`src/rtl/wrhd_pkg.sv`:
```
// wrhd_pkg: shared types and constants of the window range hit detector.
// No dependencies; used by every rtl file but wrhd_ram through scoped names.
package wrhd_pkg;

    localparam int RANGE_BITS = 10;   // width of thresholds and range outputs
    localparam int CFG_IDX_W  = 1;

    localparam logic [RANGE_BITS-1:0] RISE_THR_RESET = 10'd20;
    localparam logic [RANGE_BITS-1:0] FALL_THR_RESET = 10'd10;

    // configuration register indexes
    typedef enum logic [CFG_IDX_W-1:0] {
        REG_RISE_THR = 1'b0,
        REG_FALL_THR = 1'b1
    } cfg_reg_t;

    // spike detector states
    typedef enum logic [2:0] {
        DET_IDLE    = 3'b001,
        DET_RISING  = 3'b010,
        DET_FALLING = 3'b100
    } det_state_t;

    // sequencer states
    typedef enum logic [3:0] {
        SEQ_IDLE = 4'b0001,
        SEQ_SCAN = 4'b0010,
        SEQ_LAST = 4'b0100,
        SEQ_EVAL = 4'b1000
    } seq_state_t;

    // controller -> datapath
    typedef struct packed {
        logic start;   // request accepted: store sample, open a scan
        logic rd;      // read one window entry
        logic eval;    // run detector, load result register
    } wrhd_cmd_t;

    // datapath -> controller
    typedef struct packed {
        logic scan_last;   // current scan address is the last entry
    } wrhd_stat_t;

endpackage

```
`src/rtl/wrhd_ram.sv`:
```
// wrhd_ram: generic single write port, single read port RAM, registered read.
// No dependencies.
module wrhd_ram #(
    parameter int WIDTH = 10,
    parameter int DEPTH = 50,
    parameter int ADDR_W = (DEPTH > 1) ? $clog2(DEPTH) : 1
) (
    input  logic              clk,
    input  logic              wr_en,
    input  logic [ADDR_W-1:0] wr_addr,
    input  logic [WIDTH-1:0]  wr_data,
    input  logic              rd_en,
    input  logic [ADDR_W-1:0] rd_addr,
    output logic [WIDTH-1:0]  rd_data
);

    logic [WIDTH-1:0] mem [DEPTH];
    logic [WIDTH-1:0] rd_data_reg;

    always_ff @(posedge clk)
    begin
        if (wr_en)
        begin
            mem[wr_addr] <= wr_data;
        end
        if (rd_en)
        begin
            rd_data_reg <= mem[rd_addr];
        end
    end

    assign rd_data = rd_data_reg;

endmodule

```
`src/rtl/wrhd_datapath.sv`:
```
// wrhd_datapath: window RAM, fill tracking, min/max scan, spike detector,
// threshold registers and result register. Depends on wrhd_pkg, wrhd_ram.
module wrhd_datapath #(
    parameter int WINDOW_SIZE = 50,
    parameter int SAMPLE_BITS = 10
) (
    input  logic                           clk,
    input  logic                           rst_n,
    input  logic                           cfg_write,
    input  logic [wrhd_pkg::CFG_IDX_W-1:0] cfg_index,
    input  logic [wrhd_pkg::RANGE_BITS-1:0] cfg_data,
    input  logic [SAMPLE_BITS-1:0]         sample,
    input  wrhd_pkg::wrhd_cmd_t            cmd,
    output wrhd_pkg::wrhd_stat_t           stat,
    output logic                           hit,
    output logic [wrhd_pkg::RANGE_BITS-1:0] hit_level,
    output logic                           indicator,
    output logic [wrhd_pkg::RANGE_BITS-1:0] window_range
);

    localparam int IDX_W  = (WINDOW_SIZE > 1) ? $clog2(WINDOW_SIZE) : 1;
    localparam int FILL_W = $clog2(WINDOW_SIZE + 1);
    localparam int CMP_W  = (SAMPLE_BITS > wrhd_pkg::RANGE_BITS) ?
                            SAMPLE_BITS : wrhd_pkg::RANGE_BITS;
    localparam int RB     = wrhd_pkg::RANGE_BITS;

    logic [RB-1:0]          rise_thr_reg, rise_thr_next;
    logic [RB-1:0]          fall_thr_reg, fall_thr_next;
    logic [IDX_W-1:0]       wr_idx_reg, wr_idx_next;
    logic [FILL_W-1:0]      fill_reg, fill_next;
    logic [IDX_W-1:0]       scan_addr_reg, scan_addr_next;
    logic                   rd_pend_reg;
    logic                   rd_live_reg;
    logic [SAMPLE_BITS-1:0] min_reg, min_next;
    logic [SAMPLE_BITS-1:0] max_reg, max_next;
    logic [CMP_W-1:0]       peak_reg, peak_next;
    wrhd_pkg::det_state_t   det_reg, det_next;
    logic                   ind_reg, ind_next;
    logic                   hit_reg;
    logic [RB-1:0]          hit_level_reg;
    logic                   out_ind_reg;
    logic [RB-1:0]          range_reg;

    logic [SAMPLE_BITS-1:0] ram_rd_data;
    logic [SAMPLE_BITS-1:0] entry_val;
    logic [SAMPLE_BITS-1:0] span;
    logic [CMP_W-1:0]       span_c;
    logic                   hit_now;
    logic [CMP_W-1:0]       level_now;

    wrhd_ram #(
        .WIDTH (SAMPLE_BITS),
        .DEPTH (WINDOW_SIZE),
        .ADDR_W(IDX_W)
    ) u_window (
        .clk    (clk),
        .wr_en  (cmd.start),
        .wr_addr(wr_idx_reg),
        .wr_data(sample),
        .rd_en  (cmd.rd),
        .rd_addr(scan_addr_reg),
        .rd_data(ram_rd_data)
    );

    // configuration
    always_comb
    begin
        rise_thr_next = rise_thr_reg;
        fall_thr_next = fall_thr_reg;
        if (cfg_write)
        begin
            unique case (wrhd_pkg::cfg_reg_t'(cfg_index))
                wrhd_pkg::REG_RISE_THR: rise_thr_next = cfg_data;
                wrhd_pkg::REG_FALL_THR: fall_thr_next = cfg_data;
                default: ;
            endcase
        end
    end

    // ring pointer and fill count; entries at or above fill read as zero
    always_comb
    begin
        wr_idx_next = wr_idx_reg;
        fill_next   = fill_reg;
        if (cmd.start)
        begin
            if (wr_idx_reg == IDX_W'(WINDOW_SIZE - 1))
            begin
                wr_idx_next = '0;
            end
            else
            begin
                wr_idx_next = wr_idx_reg + 1'b1;
            end
            if (fill_reg != FILL_W'(WINDOW_SIZE))
            begin
                fill_next = fill_reg + 1'b1;
            end
        end
    end

    // scan
    assign stat.scan_last = (scan_addr_reg == IDX_W'(WINDOW_SIZE - 1));
    assign entry_val      = rd_live_reg ? ram_rd_data : '0;

    always_comb
    begin
        scan_addr_next = scan_addr_reg;
        min_next       = min_reg;
        max_next       = max_reg;
        if (cmd.start)
        begin
            scan_addr_next = '0;
            min_next       = '1;
            max_next       = '0;
        end
        else
        begin
            if (cmd.rd)
            begin
                scan_addr_next = scan_addr_reg + 1'b1;
            end
            if (rd_pend_reg)
            begin
                if (entry_val < min_reg)
                begin
                    min_next = entry_val;
                end
                if (entry_val > max_reg)
                begin
                    max_next = entry_val;
                end
            end
        end
    end

    // detector
    assign span   = max_reg - min_reg;
    assign span_c = CMP_W'(span);

    always_comb
    begin
        det_next  = det_reg;
        peak_next = peak_reg;
        ind_next  = ind_reg;
        hit_now   = 1'b0;
        level_now = '0;
        unique case (det_reg)
            wrhd_pkg::DET_IDLE:
            begin
                if (span_c > CMP_W'(rise_thr_reg))
                begin
                    det_next  = wrhd_pkg::DET_RISING;
                    peak_next = span_c;
                end
            end
            wrhd_pkg::DET_RISING:
            begin
                if (span_c < peak_reg)
                begin
                    det_next  = wrhd_pkg::DET_FALLING;
                    ind_next  = 1'b1;
                    hit_now   = 1'b1;
                    level_now = peak_reg;
                end
                else
                begin
                    peak_next = span_c;
                end
            end
            default:
            begin
                det_next = wrhd_pkg::DET_FALLING;
                if (span_c < CMP_W'(fall_thr_reg))
                begin
                    det_next = wrhd_pkg::DET_IDLE;
                    ind_next = 1'b0;
                end
            end
        endcase
    end

    always_ff @(posedge clk or negedge rst_n)
    begin
        if (!rst_n)
        begin
            rise_thr_reg  <= wrhd_pkg::RISE_THR_RESET;
            fall_thr_reg  <= wrhd_pkg::FALL_THR_RESET;
            wr_idx_reg    <= '0;
            fill_reg      <= '0;
            scan_addr_reg <= '0;
            rd_pend_reg   <= 1'b0;
            rd_live_reg   <= 1'b0;
            peak_reg      <= '0;
            det_reg       <= wrhd_pkg::DET_FALLING;
            ind_reg       <= 1'b0;
        end
        else
        begin
            rise_thr_reg  <= rise_thr_next;
            fall_thr_reg  <= fall_thr_next;
            wr_idx_reg    <= wr_idx_next;
            fill_reg      <= fill_next;
            scan_addr_reg <= scan_addr_next;
            rd_pend_reg   <= cmd.rd;
            rd_live_reg   <= (FILL_W'(scan_addr_reg) < fill_reg);
            if (cmd.eval)
            begin
                peak_reg <= peak_next;
                det_reg  <= det_next;
                ind_reg  <= ind_next;
            end
        end
    end

    // scan accumulators and result payload
    always_ff @(posedge clk)
    begin
        min_reg <= min_next;
        max_reg <= max_next;
        if (cmd.eval)
        begin
            hit_reg       <= hit_now;
            hit_level_reg <= level_now[RB-1:0];
            out_ind_reg   <= ind_next;
            range_reg     <= span_c[RB-1:0];
        end
    end

    assign hit          = hit_reg;
    assign hit_level    = hit_level_reg;
    assign indicator    = out_ind_reg;
    assign window_range = range_reg;

endmodule

```
`src/rtl/wrhd_ctrl.sv`:
```
// wrhd_ctrl: sequencer for one sample (store, scan, evaluate) and the
// result handshake. Depends on wrhd_pkg.
module wrhd_ctrl (
    input  logic                 clk,
    input  logic                 rst_n,
    input  logic                 in_valid,
    output logic                 in_ready,
    output logic                 out_valid,
    input  logic                 out_ready,
    input  wrhd_pkg::wrhd_stat_t stat,
    output wrhd_pkg::wrhd_cmd_t  cmd
);

    wrhd_pkg::seq_state_t state_reg, state_next;
    logic                 out_valid_reg, out_valid_next;

    assign in_ready = (state_reg == wrhd_pkg::SEQ_IDLE);

    always_comb
    begin
        state_next = state_reg;
        cmd        = '0;
        unique case (state_reg)
            wrhd_pkg::SEQ_IDLE:
            begin
                if (in_valid)
                begin
                    cmd.start  = 1'b1;
                    state_next = wrhd_pkg::SEQ_SCAN;
                end
            end
            wrhd_pkg::SEQ_SCAN:
            begin
                cmd.rd = 1'b1;
                if (stat.scan_last)
                begin
                    state_next = wrhd_pkg::SEQ_LAST;
                end
            end
            wrhd_pkg::SEQ_LAST:
            begin
                state_next = wrhd_pkg::SEQ_EVAL;
            end
            wrhd_pkg::SEQ_EVAL:
            begin
                // wait for the result slot to free up
                if (!out_valid_reg || out_ready)
                begin
                    cmd.eval   = 1'b1;
                    state_next = wrhd_pkg::SEQ_IDLE;
                end
            end
            default:
            begin
                state_next = wrhd_pkg::SEQ_IDLE;
            end
        endcase
    end

    always_comb
    begin
        out_valid_next = out_valid_reg;
        if (cmd.eval)
        begin
            out_valid_next = 1'b1;
        end
        else if (out_ready)
        begin
            out_valid_next = 1'b0;
        end
    end

    always_ff @(posedge clk or negedge rst_n)
    begin
        if (!rst_n)
        begin
            state_reg     <= wrhd_pkg::SEQ_IDLE;
            out_valid_reg <= 1'b0;
        end
        else
        begin
            state_reg     <= state_next;
            out_valid_reg <= out_valid_next;
        end
    end

    assign out_valid = out_valid_reg;

endmodule

```
`src/rtl/window_range_hit_detector.sv`:
```
// window_range_hit_detector: top level. Depends on wrhd_pkg, wrhd_ctrl, wrhd_datapath.
// Throughput is set by the scan of the window RAM through its single read port, one
// entry a cycle; no new sample is taken until the previous one has been evaluated.
// Reset (rst_n, async, active low): window reads as all zeros through a fill count,
// detector in falling, indicator off, thresholds 20 and 10; no clearing pass.
module window_range_hit_detector #(
    parameter int WINDOW_SIZE = 50,
    parameter int SAMPLE_BITS = 10
) (
    input  logic                            clk,
    input  logic                            rst_n,
    // configuration writes, taken whenever cfg_write is high
    input  logic                            cfg_write,
    input  logic [wrhd_pkg::CFG_IDX_W-1:0]  cfg_index,
    input  logic [wrhd_pkg::RANGE_BITS-1:0] cfg_data,
    // sample requests
    input  logic                            in_valid,
    output logic                            in_ready,
    input  logic [SAMPLE_BITS-1:0]          sample,
    // result requests
    output logic                            out_valid,
    input  logic                            out_ready,
    output logic                            hit,
    output logic [wrhd_pkg::RANGE_BITS-1:0] hit_level,
    output logic                            indicator,
    output logic [wrhd_pkg::RANGE_BITS-1:0] window_range
);

    // The controller walks each sample through store, scan of every window
    // entry, a drain state for the registered RAM read, and evaluation.
    // The result sits in its own register, so a new sample is taken while
    // the previous result still waits for out_ready.
    wrhd_pkg::wrhd_cmd_t  cmd;
    wrhd_pkg::wrhd_stat_t stat;

    wrhd_ctrl u_ctrl (
        .clk      (clk),
        .rst_n    (rst_n),
        .in_valid (in_valid),
        .in_ready (in_ready),
        .out_valid(out_valid),
        .out_ready(out_ready),
        .stat     (stat),
        .cmd      (cmd)
    );

    // Datapath: ring RAM with fill count (unwritten entries count as zero),
    // min/max accumulators, the idle/rising/falling detector with its peak,
    // the threshold registers and the result payload register.
    wrhd_datapath #(
        .WINDOW_SIZE(WINDOW_SIZE),
        .SAMPLE_BITS(SAMPLE_BITS)
    ) u_datapath (
        .clk         (clk),
        .rst_n       (rst_n),
        .cfg_write   (cfg_write),
        .cfg_index   (cfg_index),
        .cfg_data    (cfg_data),
        .sample      (sample),
        .cmd         (cmd),
        .stat        (stat),
        .hit         (hit),
        .hit_level   (hit_level),
        .indicator   (indicator),
        .window_range(window_range)
    );

endmodule

```
`config.mk`:
```
export PLATFORM = sky130hd
export DESIGN_NAME = window_range_hit_detector
export DESIGN_NICKNAME = d
export VERILOG_FILES = /design/src/rtl/wrhd_pkg.sv /design/src/rtl/wrhd_ram.sv /design/src/rtl/wrhd_datapath.sv /design/src/rtl/wrhd_ctrl.sv /design/src/rtl/window_range_hit_detector.sv
export SDC_FILE = /design/constraint.sdc
export NUM_CORES = 1
export LEC_CHECK = 0
export BUFFER_PORTS_ARGS = -buffer_cell sky130_fd_sc_hd__buf_2
export CAP_MARGIN = 10
export CORE_ASPECT_RATIO = 1.75
export CORE_MARGIN = 2
export CORE_UTILIZATION = 60
export DETAILED_ROUTE_END_ITERATION = 8
export PLACE_DENSITY = 0.79
export SYNTH_ARGS = -nofsm -noshare
export SYNTH_HDL_FRONTEND = slang
export SYNTH_SLANG_ARGS = --single-unit
```
`constraint.sdc`:
```
create_clock -name clk -period 7.85 [get_ports clk]
set_input_delay 1.57 -clock clk [delete_from_list [all_inputs] [get_ports clk]]
set_output_delay 1.57 -clock clk [all_outputs]
set_load 0.1 [all_outputs]
```
==> summary.txt, run 1 <==
Synthesis
  • Ys async rst share: 9.66%
  • #FFs+latches synth: 611
  • Seq/Total Area, Yosys: 70.4%
  • Yosys cell types: 63
  • Synth Instances: 1,433
  • Yosys warns: 0
  • Most common flop cell mapped by yosys: edfxtp_1
  • Post-synth EDFFs: 532
  • Post-Syn Area: 0.0254 mm2
  • Syn avg cell area: 17.7 um2
  • Post-synthesis net count: 1,527

Final layout
  • Area of the multi-input gates: 0.00693 mm2
  • Net count, final: 1,566
  • Antenna Cells: 0
  • Most flop-heavy register: u_datapath.u_window.mem
  • Fill cells: 2,710
  • Area growth from synthesis to final layout: 9.47%
  • Layout cells sized above 1: 21.4%
  • Seq. cell area: 0.0179 mm2
  • Leading cell type in the layout, fill and taps excluded: edfxtp_1
  • Most frequent cells in the layout: edfxtp_1, mux4_2, inv_1
  • Max reg flops: 500
  • Finished Cell Area: 0.0278 mm2

Timing
  • Slew headroom: 24.1%
  • Final hold viol count: 0
  • Pins Over Slew Limit: 0
  • Final Skew: 14.3 ps
  • Period utilisation layout: 57.8%
  • Max Fclk: 220 MHz
  • Hold Slack: 495 ps
  • Sum Neg Setup Slack: 0 ps
  • RSZ-0062 raised after global routing: no
  • Measured slew at the worst slew-check pin: 1130 ps
  • Minimum clock period: 4540 ps
  • Final-report setup violation count: 0

Clock network
  • Number of CTS-inserted buffers: 50
  • CTS max path bufs: 3
  • Worst-skew pair later-pin latency: 580 ps
  • CTS sink count: 611
  • Hold-fix buffers, CTS: 0
  • Postcts setup bufs: 0
  • Post-CTS resize count: 0
  • Root Buffer: clkbuf_16
  • Clock H-tree levels: 2
  • CTS tree: built
  • CTS clk-pin slew, worst paths: 70 ps

Drt
  • Final WL: 54,200 um
  • Avg WL per Cell: 26.2 um
  • DR vias: 13,000
  • Post-detailed-route count of antenna-violating nets: 0
  • DRC: 0
  • Router iterations before antenna repair: 5
  • 1st-iter DRT viols: 1,033
  • Vias per cell: 6.29

Floorplan
  • Number of cell rows: 99
  • IO Pins: 50
  • Starting density of the core: 60.8%
  • Die Wd: 159 um
  • DIE AREA: 0.0440 mm2
  • CORE AREA: 0.0417 mm2
  • Die H: 276 um

Pwr
  • Pleak: 0.00939 uW
  • Max VDD drop: 203 uV
  • Pwr dens: 305 mW/mm2

Global route
  • Vias in the first global route: 13,600
  • Pin count of the biggest net entering global routing: 116
  • Initial antenna violation count: 0
  • Tot GR Track Use: 25.1%
  • Grt ovf: 0
  • First-pass GRT wire length: 82,000 um

Setup path
  • Critical Path End Type: flop
  • Crit Path Category: flop to flop
  • Worst endpoint required time: 8310 ps
  • Max FO, Critical Path: 14
  • Worst R2R Setup Slack: 3310 ps
  • Kind of start point of the critical path: flop
  • Critical Path AT: 4990 ps

Outcome
  • Status: finished clean

Hold path
  • Worst Hold Class: flop to flop

Placement
  • Area after DPL: 0.0261 mm2
  • Port buffer count: 49
  • Gp weighted congestion: 0.894
  • Detailed-placement wirelength estimate: 33,900 um

Job
  • MaxCap Viol Count: 0
[power by group]
group	total (uW)	internal, uW	switching [uW]
combinational	2060	873	1190
clock	2540	1430	1120
sequential	3880	3710	168
[cell type report]
cell class / count / area share (%)
Timing Repair Buffer: 60 / 1.23
Multi-Input combinational cell: 673 / 24.9
Tap cell: 555 / 2.50
Sequential cell: 611 / 64.3
Inverter: 76 / 1.03
Clock buffer: 55 / 4.68
Clock inverter: 35 / 1.30
[critical path, stage by stage (launching register included)]
cell,delay [ps]
dfxtp_1,310
inv_1,80
ha_1,280
nor2b_1,140
o31a_1,250
o21ai_0,430
nand2_1,130
xor2_1,730
ha_1,390
and3_1,210
a221oi_1,340
o211ai_1,200
nor4b_2,270
buf_4,240
nor3_4,110
mux2_2,300
[per-layer routing]
layer | track usage (%) | wire length, um | share of wire (%) | vias up
met5 | 0 | 0 | 0 | -
met2 | 47.7 | 30800 | 57 | 449
met1 | 27.4 | 18200 | 34 | 6706
met4 | 12.1 | 2720 | 5.0 | 0
li1 | - | - | - | 5703
met3 | 3.20 | 2390 | 4.4 | 123
[worst paths after layout]
path	start	endpoint	cells after the start
hold reg to reg	u_ctrl.state_reg[1]$_DFFE_PN0P_	u_ctrl.state_reg[3]$_DFFE_PN0P_	1
setup / recovery	u_datapath.min_reg[1]$_SDFFE_PP1P_	u_datapath.peak_reg[5]$_DFFE_PN0P_	15
max in group asynchronous	rst_n	u_datapath.scan_addr_reg[0]$_DFFE_PN0P_	2
setup reg to reg	u_datapath.min_reg[1]$_SDFFE_PP1P_	u_datapath.peak_reg[5]$_DFFE_PN0P_	15
min in group asynchronous	rst_n	u_datapath.rise_thr_reg[3]$_DFFE_PN0P_	1
hold / removal	u_ctrl.state_reg[1]$_DFFE_PN0P_	u_ctrl.state_reg[3]$_DFFE_PN0P_	1
[stage by stage]
stage	cells	utilization (%)	setup WS [ps]	total power [uW]
3_3_place_gp	1975	62.6	3550	5910
4_1_cts	2065	66.5	3380	8520
2_1_floorplan	1433	-	2220	5360
5_1_grt	2065	66.5	3070	8840
6_report	2065	66.5	3310	8490
3_5_place_dp	1975	62.6	3430	5990
[kinds of logic after synthesis]
group / count (synthesis) / synth area share (%)
flops: 611 / 70.4
xor+xnor: 19 / 0.656
simple gates: 238 / 4.72
buf+inv: 149 / 2.35
fa+ha+maj: 68 / 3.38
compound gates: 164 / 4.24
mux: 184 / 14.3
[cells in the mapped netlist, types with 2 or more instances]
cell type | n | area (um2)
o21ai_0 | 42 | 210
buf_2 | 14 | 70.1
o2111ai_1 | 2 | 17.5
xnor2_1 | 11 | 96.3
a31oi_1 | 13 | 81.3
nor2b_1 | 15 | 93.8
nor3b_1 | 3 | 22.5
nand3b_1 | 2 | 15.0
a21oi_1 | 21 | 105
o21a_1 | 4 | 30.0
nand2b_1 | 5 | 31.3
edfxtp_1 | 532 | 16000
dfxtp_1 | 20 | 400
mux4_2 | 140 | 3150
nand4_1 | 12 | 75.1
nand2_1 | 68 | 255
a211o_1 | 2 | 17.5
nor2_1 | 72 | 270
or4_1 | 13 | 97.6
o31ai_1 | 14 | 105
or3_1 | 3 | 18.8
ha_1 | 67 | 838
dfstp_2 | 6 | 158
buf_4 | 3 | 22.5
buf_1 | 6 | 22.5
mux2i_1 | 21 | 210
mux2_2 | 23 | 259
and3_1 | 4 | 25.0
a21o_1 | 15 | 113
clkbuf_1 | 49 | 184
nor3_1 | 4 | 20.0
a211oi_1 | 19 | 143
o211ai_1 | 22 | 165
inv_1 | 75 | 282
nor4_1 | 2 | 12.5
nand3_1 | 9 | 45.0
or2_2 | 3 | 18.8
xor2_1 | 8 | 70.1
or3b_2 | 2 | 17.5
and2_1 | 12 | 75.1
dfrtp_1 | 53 | 1330
No activity file was read; power rests on OpenSTA's default activity.
==> inputs of run 2 (changes only) <==
clock period = 4.25 ns   (was 7.85 ns; I/O delays follow)
==> summary.txt, run 2 (synthesis results as in run 1) <==
Pwr
  • Pwr dens: 558 mW/mm2 (+83%)
  • Pleak: 0.00962 uW (+2.5%)
  • Max VDD drop: 354 uV (+75%)

Setup path
  • Critical Path End Type: flop
  • Cell family with the largest share of critical-path delay: compound AO/OA/AOI/OAI gates
  • Worst R2R Start: u_datapath.max_reg[0]$_SDFFE_PP0P_
  • Max FO, Critical Path: 10 (-4)
  • Worst Path Buf+Inv: 3 (+1)
  • Max incr delay on CP: 410 ps (-320 ps)
  • Crit-path cells: inv_1, ha_1, inv_1, fa_1, a21o_1, a211oi_1, nor2_1, o41ai_2, xnor2_2, ha_1, and4_1, o2111ai_1, o211ai_1, nor4b_4, nor3_4, buf_4, mux2_2
  • Critical Path AT: 4500 ps (-490 ps)
  • Worst R2R Setup Slack: 210 ps (-3110 ps)
  • Crit Path Category: flop to flop
  • CP Launch Point: u_datapath.max_reg[0]$_SDFFE_PP0P_
  • Slowest CP cell: fa_1
  • Worst endpoint required time: 4710 ps (-3600 ps)
  • Kind of start point of the critical path: flop

Floorplan
  • IO Pins: 50 (unchanged)
  • Number of cell rows: 99 (unchanged)
  • Starting density of the core: 60.8% (unchanged)
  • DIE AREA: 0.0440 mm2 (unchanged)
  • Die Wd: 159 um (unchanged)
  • CORE AREA: 0.0417 mm2 (unchanged)
  • Die H: 276 um (unchanged)

Final layout
  • Fill cells: 2,631 (-2.9%)
  • Antenna Cells: 0 (unchanged)
  • Finished Cell Area: 0.0281 mm2 (+1.2%)
  • Leading cell type in the layout, fill and taps excluded: edfxtp_1
  • Max reg flops: 500 (unchanged)
  • Layout cells sized above 1: 23.4% (+2.1 points)
  • Net count, final: 1,610 (+2.8%)
  • Post-layout util: 67.4% (+0.82 points)
  • Most flop-heavy register: u_datapath.u_window.mem
  • Most frequent cells in the layout: edfxtp_1, mux4_2, inv_1
  • Non-Filler Instances: 2,112 (+2.3%)
  • Area of the multi-input gates: 0.00697 mm2 (+0.54%)
  • Area growth from synthesis to final layout: 10.8%
  • Seq. cell area: 0.0179 mm2 (about the same)

Drt
  • DR vias: 13,300 (+2.7%)
  • 1st-iter DRT viols: 1,290 (+25%)
  • Post-detailed-route count of antenna-violating nets: 0 (unchanged)
  • Avg WL per Cell: 26.0 um (-0.92%)
  • Vias per cell: 6.31 (+0.40%)
  • Router iterations before antenna repair: 5 (unchanged)
  • Final WL: 54,900 um (+1.3%)
  • DRC: 0 (unchanged)

Timing
  • Max Fclk: 247 MHz (+12%)
  • Final-report setup violation count: 0 (unchanged)
  • Minimum clock period: 4040 ps (-495 ps)
  • Measured slew at the worst slew-check pin: 1090 ps (-43.5 ps)
  • Final hold viol count: 0 (unchanged)
  • Hold Slack: 446 ps (-49.8 ps)
  • Period utilisation layout: 95.1% (+37 points)
  • Pins Over Slew Limit: 0 (unchanged)
  • Final Skew: 28.1 ps (+13.8 ps)
  • Slew headroom: 27.0% (+2.9 points)

Clock network
  • CTS sink count: 611 (unchanged)
  • Number of CTS-inserted buffers: 51 (+2.0%)
  • Clock H-tree levels: 2 (unchanged)
  • Worst-skew pair later-pin latency: 600 ps (+20 ps)
  • Hold-fix buffers, CTS: 0 (unchanged)
  • CTS max path bufs: 3 (unchanged)
  • CTS clk-pin slew, worst paths: 70 ps (about the same)
  • Postcts setup bufs: 0 (unchanged)
  • Post-CTS resize count: 0 (unchanged)
  • Root Buffer: clkbuf_16
  • CTS tree: built

Global route
  • Initial antenna violation count: 1 (+1)
  • First-pass GRT wire length: 83,600 um (+2.0%)
  • Pin count of the biggest net entering global routing: 66 (-43%)
  • Grt ovf: 0 (unchanged)
  • Tot GR Track Use: 25.3% (+0.23 points)
  • Vias in the first global route: 14,100 (+4.1%)

Job
  • MaxCap Viol Count: 0 (unchanged)

Hold path
  • Worst Hold Class: input port to async pin

Placement
  • Post-Place Cells: 2,018 (+2.2%)
  • Detailed-placement wirelength estimate: 35,400 um (+4.6%)
  • Area after DPL: 0.0265 mm2 (+1.4%)
  • Gp weighted congestion: 0.840 (-6.1%)
  • Port buffer count: 49 (unchanged)

Outcome
  • Status: finished clean
-- run 2: cell count changes in the layout (fill, tap and decap cells not counted), moves of 2 or more --
| cell | previous run | this run |
|---|---|---|
| clkinvlp_4 | 5 | 3 |
| clkinv_8 | 0 | 2 |
| buf_4 | 10 | 51 |
| bufinv_16 | 7 | 4 |
| inv_6 | 2 | 0 |
| clkbuf_1 | 3 | 9 |
| buf_12 | 1 | 3 |
| clkinv_1 | 11 | 14 |
-- run 2: per-stage QoR --
step | setup WS, ps | setup TNS (ps) | total power (uW)
after global placement | 191 | 0 | 11000
after global routing | -56.0 | -505 | 16300
after CTS | 89.0 | 0 | 15700
after detailed placement | 102 | 0 | 11200
after floorplan | 171 | 0 | 9910
final | 209 | 0 | 15700
-- run 2: worst reg2reg max path, stage by stage (launching register included) --
cell and delay [ps]:
dfxtp_1 320, inv_1 80, ha_1 170, inv_1 60
fa_1 410, a21o_1 190, a211oi_1 220, nor2_1 100
o41ai_2 340, xnor2_2 260, ha_1 350, and4_1 160
o2111ai_1 100, o211ai_1 250, nor4b_4 380, nor3_4 80
buf_4 190, mux2_2 290
-- run 2: path summary, 6_finish.rpt --
check | to | depth (start not counted)
max | u_datapath.peak_reg[6]$_DFFE_PN0P_ | 17
min | u_datapath.rise_thr_reg[5]$_DFFE_PN0P_ | 1
max reg2reg | u_datapath.peak_reg[6]$_DFFE_PN0P_ | 17
min reg2reg | u_datapath.max_reg[2]$_SDFFE_PP0P_ | 2
max in group asynchronous | u_datapath.scan_addr_reg[3]$_DFFE_PN0P_ | 1
min in group clk | u_datapath.rise_thr_reg[5]$_DFFE_PN0P_ | 3
-- run 2: layer usage --
layer	global-route usage [%]	share of wire (%)	vias to the layer above	wire, um
met1	28.1	34	6842	18400
li1	-	-	5809	-
met3	2.73	4.7	146	2560
met5	0	0	-	0
met4	13.6	5.8	0	3190
met2	47.4	56	532	30700
-- run 2: final cells by class --
type / instances / share of cell area (%)
flip-flops and latches: 611 / 63.6
clock inverters: 34 / 1.09
inverters: 76 / 1.02
repair buffers: 103 / 2.45
clock buffers: 60 / 4.66
well taps: 555 / 2.47
multi-input cells: 673 / 24.8
-- run 2: power by group --
group          internal (uW)  total, uW  switching (uW)
logic                   1710       3940            2230
registers               6850       7190             341
clock network           2470       4550            2080
